[config.mk]
export PLATFORM = sky130hd
export DESIGN_NAME = circular_fifo_with_readout
export DESIGN_NICKNAME = d
export VERILOG_FILES = /design/src/rtl/core/cfwr_pkg.sv /design/src/rtl/core/cfwr_front.sv /design/src/rtl/core/cfwr_back.sv /design/src/rtl/core/circular_fifo_with_readout.sv
export SDC_FILE = /design/constraint.sdc
export NUM_CORES = 1
export LEC_CHECK = 0
export BUFFER_PORTS_ARGS = -buffer_cell sky130_fd_sc_hd__buf_2
export CAP_MARGIN = 20
export CELL_PAD_IN_SITES_DETAIL_PLACEMENT = 1
export CELL_PAD_IN_SITES_GLOBAL_PLACEMENT = 2
export CORE_MARGIN = 2
export CORE_UTILIZATION = 49
export DETAILED_ROUTE_END_ITERATION = 16
export GPL_TIMING_DRIVEN = 0
export PLACE_DENSITY_LB_ADDON = 0.1
export SYNTH_ARGS = -nofsm -noshare
export SYNTH_HDL_FRONTEND = slang
export SYNTH_SLANG_ARGS = --single-unit
[constraint.sdc]
create_clock -name clk -period 11.28 [get_ports clk]
set_input_delay 3.384 -clock clk [delete_from_list [all_inputs] [get_ports clk]]
set_output_delay 3.384 -clock clk [all_outputs]
set_load 0.02 [all_outputs]
[src/rtl/core/cfwr_pkg.sv]
// ----------------------------------------------------------------------------
// cfwr_pkg: shared types and codes for the circular FIFO with readout
// Opcodes, status codes and the command word passed from front to back.
// ----------------------------------------------------------------------------
package cfwr_pkg;

  localparam int VAL_W = 15;

  // opcodes
  localparam logic [1:0] OP_PUSH    = 2'd0;
  localparam logic [1:0] OP_POP     = 2'd1;
  localparam logic [1:0] OP_READOUT = 2'd2;
  localparam logic [1:0] OP_NONE    = 2'd3;

  // status codes
  localparam logic [1:0] ST_OK    = 2'd0;
  localparam logic [1:0] ST_FULL  = 2'd1;
  localparam logic [1:0] ST_EMPTY = 2'd2;

  // command queue between front and back
  localparam int CMDQ_DEPTH = 2;

  typedef struct packed {
    logic [1:0]       op;
    logic [VAL_W-1:0] value;
  } cmd_t;

endpackage

[src/rtl/core/cfwr_front.sv]
// ----------------------------------------------------------------------------
// cfwr_front: input side, opcode filter and command queue
// Takes input transactions, drops undefined opcodes, queues the rest.
// ----------------------------------------------------------------------------
module cfwr_front (
  input  logic                         clk,
  input  logic                         rst,
  input  logic                         push,
  output logic                         full,
  input  logic [1:0]                   opcode,
  input  logic [cfwr_pkg::VAL_W-1:0]   push_value,
  output logic                         cmd_valid,
  output cfwr_pkg::cmd_t               cmd,
  input  logic                         cmd_take
);

  localparam int IX_W  = $clog2(cfwr_pkg::CMDQ_DEPTH);
  localparam int CNT_W = $clog2(cfwr_pkg::CMDQ_DEPTH + 1);

  cfwr_pkg::cmd_t   q [cfwr_pkg::CMDQ_DEPTH];
  logic [IX_W-1:0]  wr_ix;
  logic [IX_W-1:0]  rd_ix;
  logic [CNT_W-1:0] count;
  logic             accept;
  logic             enq;
  logic             deq;

  assign full      = (count == CNT_W'(cfwr_pkg::CMDQ_DEPTH));
  assign accept    = push && !full;
  assign enq       = accept && (opcode != cfwr_pkg::OP_NONE);
  assign cmd_valid = (count != '0);
  assign deq       = cmd_valid && cmd_take;
  assign cmd       = q[rd_ix];

  always_ff @(posedge clk) begin
    if (enq) begin
      q[wr_ix] <= '{op: opcode, value: push_value};
    end
  end

  always_ff @(posedge clk) begin
    if (rst) begin
      wr_ix <= '0;
      rd_ix <= '0;
      count <= '0;
    end else begin
      if (enq) begin
        wr_ix <= (wr_ix == IX_W'(cfwr_pkg::CMDQ_DEPTH - 1)) ? '0 : wr_ix + IX_W'(1);
      end
      if (deq) begin
        rd_ix <= (rd_ix == IX_W'(cfwr_pkg::CMDQ_DEPTH - 1)) ? '0 : rd_ix + IX_W'(1);
      end
      count <= count + CNT_W'(enq) - CNT_W'(deq);
    end
  end

endmodule

[src/rtl/core/cfwr_back.sv]
// ----------------------------------------------------------------------------
// cfwr_back: command execution, entry store and result register
// Runs push, pop and readout on the circular store, at most one result a cycle.
// ----------------------------------------------------------------------------
module cfwr_back #(
  parameter int DEPTH = 8
) (
  input  logic                         clk,
  input  logic                         rst,
  input  logic                         cmd_valid,
  input  cfwr_pkg::cmd_t               cmd,
  output logic                         cmd_take,
  output logic                         empty,
  input  logic                         pop,
  output logic [1:0]                   status,
  output logic [cfwr_pkg::VAL_W-1:0]   item_value,
  output logic                         last_of_run
);

  localparam int PTR_W = (DEPTH > 1) ? $clog2(DEPTH) : 1;
  localparam int OCC_W = $clog2(DEPTH + 1);

  localparam logic ST_IDLE = 1'b0;
  localparam logic ST_READ = 1'b1;

  logic [cfwr_pkg::VAL_W-1:0] mem [DEPTH];
  logic [cfwr_pkg::VAL_W-1:0] rd_data;

  logic             state;
  logic [PTR_W-1:0] head;
  logic [PTR_W-1:0] tail;
  logic [OCC_W-1:0] occ;
  logic [PTR_W-1:0] rd_ptr;
  logic [OCC_W-1:0] remaining;
  logic             is_pop;
  logic             out_valid;

  logic             slot_free;
  logic             res_load;
  logic             mem_we;
  logic             rd_en;
  logic [PTR_W-1:0] rd_addr;
  logic [PTR_W-1:0] rd_ptr_inc;
  logic             is_full;
  logic             is_empty;

  function automatic logic [PTR_W-1:0] ptr_inc(input logic [PTR_W-1:0] p);
    ptr_inc = (p == PTR_W'(DEPTH - 1)) ? '0 : p + PTR_W'(1);
  endfunction

  assign empty      = !out_valid;
  assign slot_free  = !out_valid || pop;
  assign is_full    = (occ == OCC_W'(DEPTH));
  assign is_empty   = (occ == '0);
  assign cmd_take   = (state == ST_IDLE) && cmd_valid && slot_free;
  assign mem_we     = cmd_take && (cmd.op == cfwr_pkg::OP_PUSH) && !is_full;
  assign rd_ptr_inc = ptr_inc(rd_ptr);

  // result register loads this cycle: push, empty status or a streamed entry
  assign res_load = (cmd_take && (cmd.op == cfwr_pkg::OP_PUSH ||
                     ((cmd.op == cfwr_pkg::OP_POP || cmd.op == cfwr_pkg::OP_READOUT) &&
                      is_empty))) ||
                    (state == ST_READ && slot_free);

  // read port: first entry on take, following entries while a run goes on
  always_comb begin
    rd_en   = 1'b0;
    rd_addr = head;
    if (cmd_take && !is_empty &&
        (cmd.op == cfwr_pkg::OP_POP || cmd.op == cfwr_pkg::OP_READOUT)) begin
      rd_en   = 1'b1;
      rd_addr = head;
    end else if (state == ST_READ && slot_free && remaining != OCC_W'(1)) begin
      rd_en   = 1'b1;
      rd_addr = rd_ptr_inc;
    end
  end

  always_ff @(posedge clk) begin
    if (mem_we) begin
      mem[tail] <= cmd.value;
    end
    if (rd_en) begin
      rd_data <= mem[rd_addr];
    end
  end

  always_ff @(posedge clk) begin
    if (rst) begin
      state     <= ST_IDLE;
      head      <= '0;
      tail      <= '0;
      occ       <= '0;
      remaining <= '0;
      out_valid <= 1'b0;
    end else begin
      if (res_load) begin
        out_valid <= 1'b1;
      end else if (pop) begin
        out_valid <= 1'b0;
      end
      unique case (state)
        ST_IDLE: begin
          if (cmd_take) begin
            unique case (cmd.op)
              cfwr_pkg::OP_PUSH: begin
                item_value  <= '0;
                last_of_run <= 1'b1;
                if (is_full) begin
                  status <= cfwr_pkg::ST_FULL;
                end else begin
                  status <= cfwr_pkg::ST_OK;
                  tail   <= ptr_inc(tail);
                  occ    <= occ + OCC_W'(1);
                end
              end
              cfwr_pkg::OP_POP, cfwr_pkg::OP_READOUT: begin
                if (is_empty) begin
                  status      <= cfwr_pkg::ST_EMPTY;
                  item_value  <= '0;
                  last_of_run <= 1'b1;
                end else begin
                  state     <= ST_READ;
                  rd_ptr    <= head;
                  is_pop    <= (cmd.op == cfwr_pkg::OP_POP);
                  remaining <= (cmd.op == cfwr_pkg::OP_POP) ? OCC_W'(1) : occ;
                end
              end
              default: begin
              end
            endcase
          end
        end
        ST_READ: begin
          if (slot_free) begin
            status      <= cfwr_pkg::ST_OK;
            item_value  <= rd_data;
            last_of_run <= (remaining == OCC_W'(1));
            if (is_pop) begin
              head <= ptr_inc(head);
              occ  <= occ - OCC_W'(1);
            end
            if (remaining == OCC_W'(1)) begin
              state <= ST_IDLE;
            end else begin
              rd_ptr <= rd_ptr_inc;
            end
            remaining <= remaining - OCC_W'(1);
          end
        end
        default: begin
          state <= ST_IDLE;
        end
      endcase
    end
  end

  a_occ_bound: assert property (@(posedge clk) disable iff (rst)
    occ <= OCC_W'(DEPTH))
    else $error("occupancy beyond depth");

  a_run_in_range: assert property (@(posedge clk) disable iff (rst)
    state == ST_READ |-> remaining != '0 && remaining <= occ)
    else $error("readout run length out of range");

  a_push_counts: assert property (@(posedge clk) disable iff (rst)
    mem_we |=> occ == $past(occ) + OCC_W'(1))
    else $error("store write without occupancy step");

endmodule

[src/rtl/core/circular_fifo_with_readout.sv]
// Path: a transaction is registered in the command queue; push, full and empty
//   results load when the back end takes it, pop and readout results after a
//   registered store read. Pushes flow one a cycle while results drain; a pop or
//   readout holds off new commands while its entries pass the single read port.
// Reset (rst, synchronous): store and queue pointers, occupancy, command queue
//   and result valid flag cleared; the entry store is not cleared and needs no sweep.
// ----------------------------------------------------------------------------
// circular_fifo_with_readout: circular FIFO with push, pop and full readout
// Queue-style handshake on both sides; a front end filters and buffers
// commands, a back end owns the store and produces the results.
// ----------------------------------------------------------------------------
module circular_fifo_with_readout #(
  parameter int DEPTH = 8
) (
  input  logic                         clk,
  input  logic                         rst,
  // input transactions
  input  logic                         push,
  output logic                         full,
  input  logic [1:0]                   opcode,
  input  logic [cfwr_pkg::VAL_W-1:0]   push_value,
  // result transactions
  output logic                         empty,
  input  logic                         pop,
  output logic [1:0]                   status,
  output logic [cfwr_pkg::VAL_W-1:0]   item_value,
  output logic                         last_of_run
);

  // command path between the two halves
  logic           cmd_valid;
  cfwr_pkg::cmd_t cmd;
  logic           cmd_take;

  // Front end: accepts a transaction whenever its two-entry command queue
  // has room, so the input side keeps moving while a result waits.
  // Undefined opcodes are accepted and dropped here; they cause no result.
  cfwr_front u_front (
    .clk        (clk),
    .rst        (rst),
    .push       (push),
    .full       (full),
    .opcode     (opcode),
    .push_value (push_value),
    .cmd_valid  (cmd_valid),
    .cmd        (cmd),
    .cmd_take   (cmd_take)
  );

  // Back end: takes one command when idle and the result register is free
  // or being drained; a readout then streams the stored entries oldest
  // first, flagging the newest with last_of_run.
  cfwr_back #(
    .DEPTH (DEPTH)
  ) u_back (
    .clk         (clk),
    .rst         (rst),
    .cmd_valid   (cmd_valid),
    .cmd         (cmd),
    .cmd_take    (cmd_take),
    .empty       (empty),
    .pop         (pop),
    .status      (status),
    .item_value  (item_value),
    .last_of_run (last_of_run)
  );

endmodule
After elaboration in Yosys (flattened, before gate mapping)
Memory sizes are Yosys's and may differ from the RTL's. A register that Yosys moved wholly into a read port is not among the register bits.
Cells that the tools add are included.
W data, S select, Z words.

word-level totals
  flip-flop bits (word level) = 42
  bits in writable memories = 154
  bits of input ports = 21
  memories kept = 2

memories
  name        words  bits a word  read ports  clocked after Yosys merged registers in  write ports  RTL line          RTL
  u_back.mem  8      15           1           1                                        1            cfwr_back.sv:26   logic [cfwr_pkg::VAL_W-1:0] mem [DEPTH];
  u_front.q   2      17           1           1                                        1            cfwr_front.sv:20  cfwr_pkg::cmd_t q [cfwr_pkg::CMDQ_DEPTH];

operators by class
  add/subtract/negate cells = 10
  equality and inequality tests = 20
  mux-type cells = 57
  bitwise gates (word level) = 4
  reductions and logical operators = 33

operators by type and width
  operator               number
  $pmux W15 S2           2
  $mux W15               3
  $mux W4                10
  $mux W3                10
  $mux W1                21
  $ne A2 B2 Y1 const B   8
  $pmux W4 S2            2
  $reduce_and A5 Y1      3
  $logic_and A1 B1 Y1    13
  $add A3 B1 Y3 const B  3
  $eq A3 B3 Y1 const B   3
  $pmux W2 S2            2
  $reduce_and A4 Y1      2
  $sub A4 B1 Y4 const B  2
  $mux W2                3
  $pmux W1 S2            3
  $pmux W3 S2            1
  $reduce_and A6 Y1      1
  $add A4 B1 Y4 const B  1
  $eq A2 B2 Y1 const B   2
  $eq A4 B1 Y1 const B   1
  $eq A4 B4 Y1 const B   1
  $logic_not A1 Y1       4
  $logic_not A4 Y1       1
  14 further kinds       22

Longest topological paths before layout
  word-level depth = 7
  gate-level depth with buffers = 10

Modules after synthesis
From an unflattened synthesis, not the netlist that was laid out.

unflattened totals
  cell total of the unflattened synthesis = 557
  area total of the unflattened synthesis = 8,717.1 um2

modules (own cells, without submodules)
  module      instances  cells each  area an instance (um2)
  cfwr_back   1          477         7,226.9
  cfwr_front  1          80          1,490.2

Least setup slack after synthesis
Ideal clock, no wire load.

  path type = input to register
  start point = input port pop
  end point = memory u_back.mem[0][0] (netlist bit) (enable)
  library setup time = 426 ps
  arrival time = 5,538 ps
  setup slack = 5,316 ps
  cell stages on the path = 5
  cells stage by stage = nor2b_1 buf_2 nor3_4 nand3_1 nor4_1

between the ends
  cells in the longest elaborated chain, start to end = 6

RTL lines
  what                               RTL line                          RTL
  from (decl)                        circular_fifo_with_readout.sv:24  input logic pop,
  $logic_or A1 B1 Y1                 cfwr_back.sv:52                   assign slot_free = !out_valid || pop;
  $logic_and A1 B1 Y1                cfwr_back.sv:55                   assign cmd_take = (state == ST_IDLE) && cmd_valid && slot_free;
  $logic_and A1 B1 Y1 (2 in series)  cfwr_back.sv:56                   assign mem_we = cmd_take && (cmd.op == cfwr_pkg::OP_PUSH) && !is_full;
  $mux W1                            cfwr_back.sv:80                   if (mem_we) begin
  $mux W1 (implied by the code)      cfwr_back.sv:81                   mem[tail] <= cmd.value;
  to (decl)                          cfwr_back.sv:26

Every way passes these cells.

Worst setup path after layout
  start point = input port pop
  end point = register u_back.rd_data[2] (netlist bit), read port of u_back.mem (data pin)

between the ends
  cells in the longest elaborated chain, start to end = 5

RTL lines
  what                                       RTL line                          RTL
  $logic_or A1 B1 Y1 (*)                     cfwr_back.sv:52
  $logic_and A1 B1 Y1 (on tied branches)     cfwr_back.sv:73, cfwr_back.sv:55
  $logic_and A1 B1 Y1 (on tied branches)     cfwr_back.sv:73, cfwr_back.sv:69
  $mux W3, or another cell as far along      cfwr_back.sv:73                   end else if (state == ST_READ && slot_free && remaining != OCC_W'(1)) begin
  $mux W3 / $mux W1 (equally long branches)  cfwr_back.sv:69                   if (cmd_take && !is_empty &&
  to (decl)                                  cfwr_back.sv:27                   logic [cfwr_pkg::VAL_W-1:0] rd_data;

Mark *: on every way between the ends. The rest lies on a longest branch, timed or not.
A chain may end at the register's enable or synchronous reset.

==> impl_results.md <==
- Post-DP HPWL: between 10 and 15 mm
- Capture point of the worst path: u_back.rd_data[2]
- Register Area: 6156 um2
- Dpl cells: 828
- CTS tree: built
- Global-route wire length before repair: 29.31 mm
- Clock root buffer: clkbuf_16
- Yosys warns: 0
- Crit path from: pop
- Worst-path cell with the longest stage delay: a2111oi_1
- Required @ worst endpoint: 11.46 ns
- Reg2reg end: u_back.rd_ptr[1]
- IO buf count: 40
- GPL Wtd Cong: 0.8201
- Die area: 18650 um2
- Syn_nets: 590
- TritonCTS Sinks: 212
- Initial antenna violation count: 0
- Resized cells post-CTS: 0
- Max-cap violations: 0
- Final Instance Area: 9945 um2
- Pwr per Cell Area: 220.9 nW/um2
- Rel. slew slack: 0.3615
- Worst-path cell chain: buf_2, nor2b_1, buf_2, o31ai_2, buf_2, buf_2, and3_1, a211oi_1, a2111oi_1
- Worst endpoint data arrival time: 5.59 ns
- Clock transition at the registers of the reported paths: 0.06 ns
- Die H: ~140 um
- Netlist cell types: 47
- Crit-path most repeated cell: buf_2
- Synth area leader: edfxtp_1
- First-pass detailed-route iteration total: 5
- Leak: 3.536 nW
- Crit Path Max Fanout: 10
- Routed Antenna Nets: 0
- FILL cells: 1650
- Vias in the first global route: 5103
- Final Max Tran Viols: 0
- Number of flops mapped to enable cells by yosys: about 190
- Outcome: completed
- Async S/R FF share, synth: 0
- Num CTS Buffers: 23
- # rows: 48
- Worst vdd ir: about 0.00015 V
- Clk Latency, worst-skew pair: 0.50 ns
- Horiz. Die Dim: 136.6 um
- Post-synthesis sequential area ratio: 0.7150
- Setup Fix Bufs, Post-CTS: 0
- H-tree depth: 1
- Crit-path leading delay family: compound AO/OA/AOI/OAI gates
- Antenna cells: 0
- Max stage delay on crit path: 0.72 ns
- FF-to-FF setup slack: 7.53 ns
- Share of the synthesized area in the top cell type: 0.6662
- Layout Cells excl Fill: 870
- Drt wl/cell: 21.72 um
- Clock period minus worst slack: 5.402 ns
- Worst reg-to-reg path cell count: 9
- Multi-input gate area: 2286 um2
- Via/cell ratio: 5.702
- Io pins: 41
- Starting Density: 0.4995
- Startpoint types: primary input
- WP buf/inv: 4
- DP Worst Slack: 5.456 ns
- Period utilisation layout: 0.4789
- Clock Skew: 0.01180 ns
- Crit path kind: in2reg
- Min-delay worst type: reg2reg
- CP endpoint kind: flop
- Critical path depth: 9
- Worst slew pin tran: approximately 0.93 ns
- Largest net degree at the start of global routing: 18
- Worst hold slack: slightly above 0.5 ns
- Util after Layout: 0.5769
- Final wirelength: around 19 mm
- Mapped Area: 8610 um2
- Overall Power: approximately 2.2 mW
- Setup tns final: 0 ns
- RSZ-0062 raised after global routing: false
- Cell count after synthesis: 553
- Violation count after the first detailed-route iteration: 361
- Mean Syn Cell Area: roughly 16 um2
- # nets final: ~670
- Fmax: 185.1 MHz
- Dpl cell area: 9230 um2
- Yosys reg bits: 212
- Area of the core: 17240 um2
- Share of cells above drive strength 1: 0.2202
- Final hold violations: 0
- Hold buffers post-CTS: 0
- Final setup margin: ~5.9 ns
- Final Setup Violations: 0
- Layout Area Growth over Synthesis: 15.51%
- Gr ovfl total: 0
- Total GRT Usage: 0.2121
- Prevailing post-synth register cell: edfxtp_1
- Drt drc: 0
- Area contributors post-synth: edfxtp_1 (67%), dfxtp_1 (4.9%), a211oi_1 (4.3%), and3_1 (3.3%), mux2i_1 (2.7%)
- Maximum clock insertion buffer count: 3
- Via count: 4961
==> power by group <==
group          internal [mW]  total [mW]  leakage (nW)  switching, mW
combinational          0.160       0.463          1.29          0.302
clock                  0.424       0.709         0.340          0.286
sequential             0.995        1.02          1.91         0.0288
==> Yosys cell counts, types with 2 or more instances <==
master	n
edfxtp_1	191
a211oi_1	49
and3_1	46
nor2_1	28
mux2i_1	23
dfxtp_1	21
and2_1	18
mux2_2	18
ha_1	15
nand2_1	15
buf_2	14
clkbuf_1	12
nor3_1	12
inv_1	11
a2111oi_2	10
nor2b_1	8
a21oi_1	7
nand2b_1	6
xnor2_1	6
o21ai_0	4
a2111oi_1	3
nor4_1	3
a31oi_1	2
buf_4	2
buf_6	2
nand3_1	2
nand4_1	2
o311a_1	2
or4_1	2
xor2_1	2
==> worst register-to-register path, delay by kind of cell, from the launching register on <==
kind | cells | cell delay [ns]
simple gates | 2 | 0.66
fa+ha+maj | 1 | 0.25
compound gates | 2 | 0.66
flops | 1 | 0.30
buf+inv | 3 | 1.05
mux | 1 | 0.46
==> final cells by class <==
| cell class | instances | share of cell area |
|---|---|---|
| sequential | 212 | 0.6190 |
| clock buffer | 32 | 0.06127 |
| clock inverter | 10 | 0.01057 |
| inverter | 12 | 0.004529 |
| multi-input combinational | 298 | 0.2299 |
| buffer | 31 | 0.01573 |
| tap | 225 | 0.02831 |
| timing repair buffer | 50 | 0.03070 |
==> flip-flops by register name, summed over array words and instances, names as in the netlist, named ones only <==
name	flops
u_back.item_value	15
u_back.rd_ptr	3
u_back.tail	3
u_back.last_of_run	1
u_back.rd_data	15
u_back.occ	4
u_back.mem	120
u_front.q	34
u_front.wr_ix	1
u_back.out_valid	1
u_back.status	2
u_back.head	3
u_back.remaining	4
u_back.is_pop	1
u_front.rd_ix	1
u_back.state	1
u_front.count	2
==> how the worst min path moves through the flow <==
stage / start / to / slack (ns) / cells past startpoint
after floorplan: u_back.remaining[1] / u_back.remaining[1] / 0.47 / 2
after global placement: u_front.rd_ix / u_front.rd_ix / 0.50 / 2
after detailed placement: u_front.rd_ix / flop / 0.51 / 2
after CTS: u_back.remaining[1] / u_back.remaining[1] / 0.52 / 2
after global routing: u_back.rd_data[2] / u_back.item_value[2] / 0.54 / 1
final: u_front.rd_ix / u_front.rd_ix / 0.52 / 2
==> layout by cell type, fill, tap and decap left out, types with 5 or more instances in the layout <==
master	netlist	layout
edfxtp_1	191	191
a21oi_1	7	7
buf_4	2	5
buf_2	14	54
nor3_2	0	5
nor2_1	28	27
buf_6	2	8
inv_1	11	11
nor2b_1	8	8
a2111oi_2	10	10
clkbuf_1	12	21
dfxtp_1	21	21
mux2i_1	23	23
a211oi_1	49	49
and3_1	46	46
nand2b_1	6	6
nand2_1	15	15
and2_1	18	18
clkbuf_16	0	23
mux2_2	18	18
xnor2_1	6	6
ha_1	15	15
nor3_1	12	7
==> routing by layer <==
| metal | vias to the layer above | GRT usage | part of all wire |
|---|---|---|---|
| met5 | - | 0 | 0 |
| met4 | 0 | 0.05208 | 0.019 |
| met3 | 27 | 0.03926 | 0.052 |
| met2 | 144 | 0.3461 | 0.49 |
| met1 | 2498 | 0.2963 | 0.44 |
| li1 | 2292 | - | - |
==> cells by family (layout without fill, tap and decap cells) <==
group                    after synthesis  in the layout  share of synthesized area
adder cells (fa/ha/maj)               16             16                    0.02412
buffers and inverters                 43            135                    0.02340
flip-flops                           212            212                     0.7150
AND/OR/NAND/NOR                      149            149                    0.09665
multiplexers                          42             42                    0.05188
XOR/XNOR                               8              8                   0.008139
AO/OA/AOI/OAI                         83             83                    0.08080
Note: power is estimated with default switching activity, not from simulation.
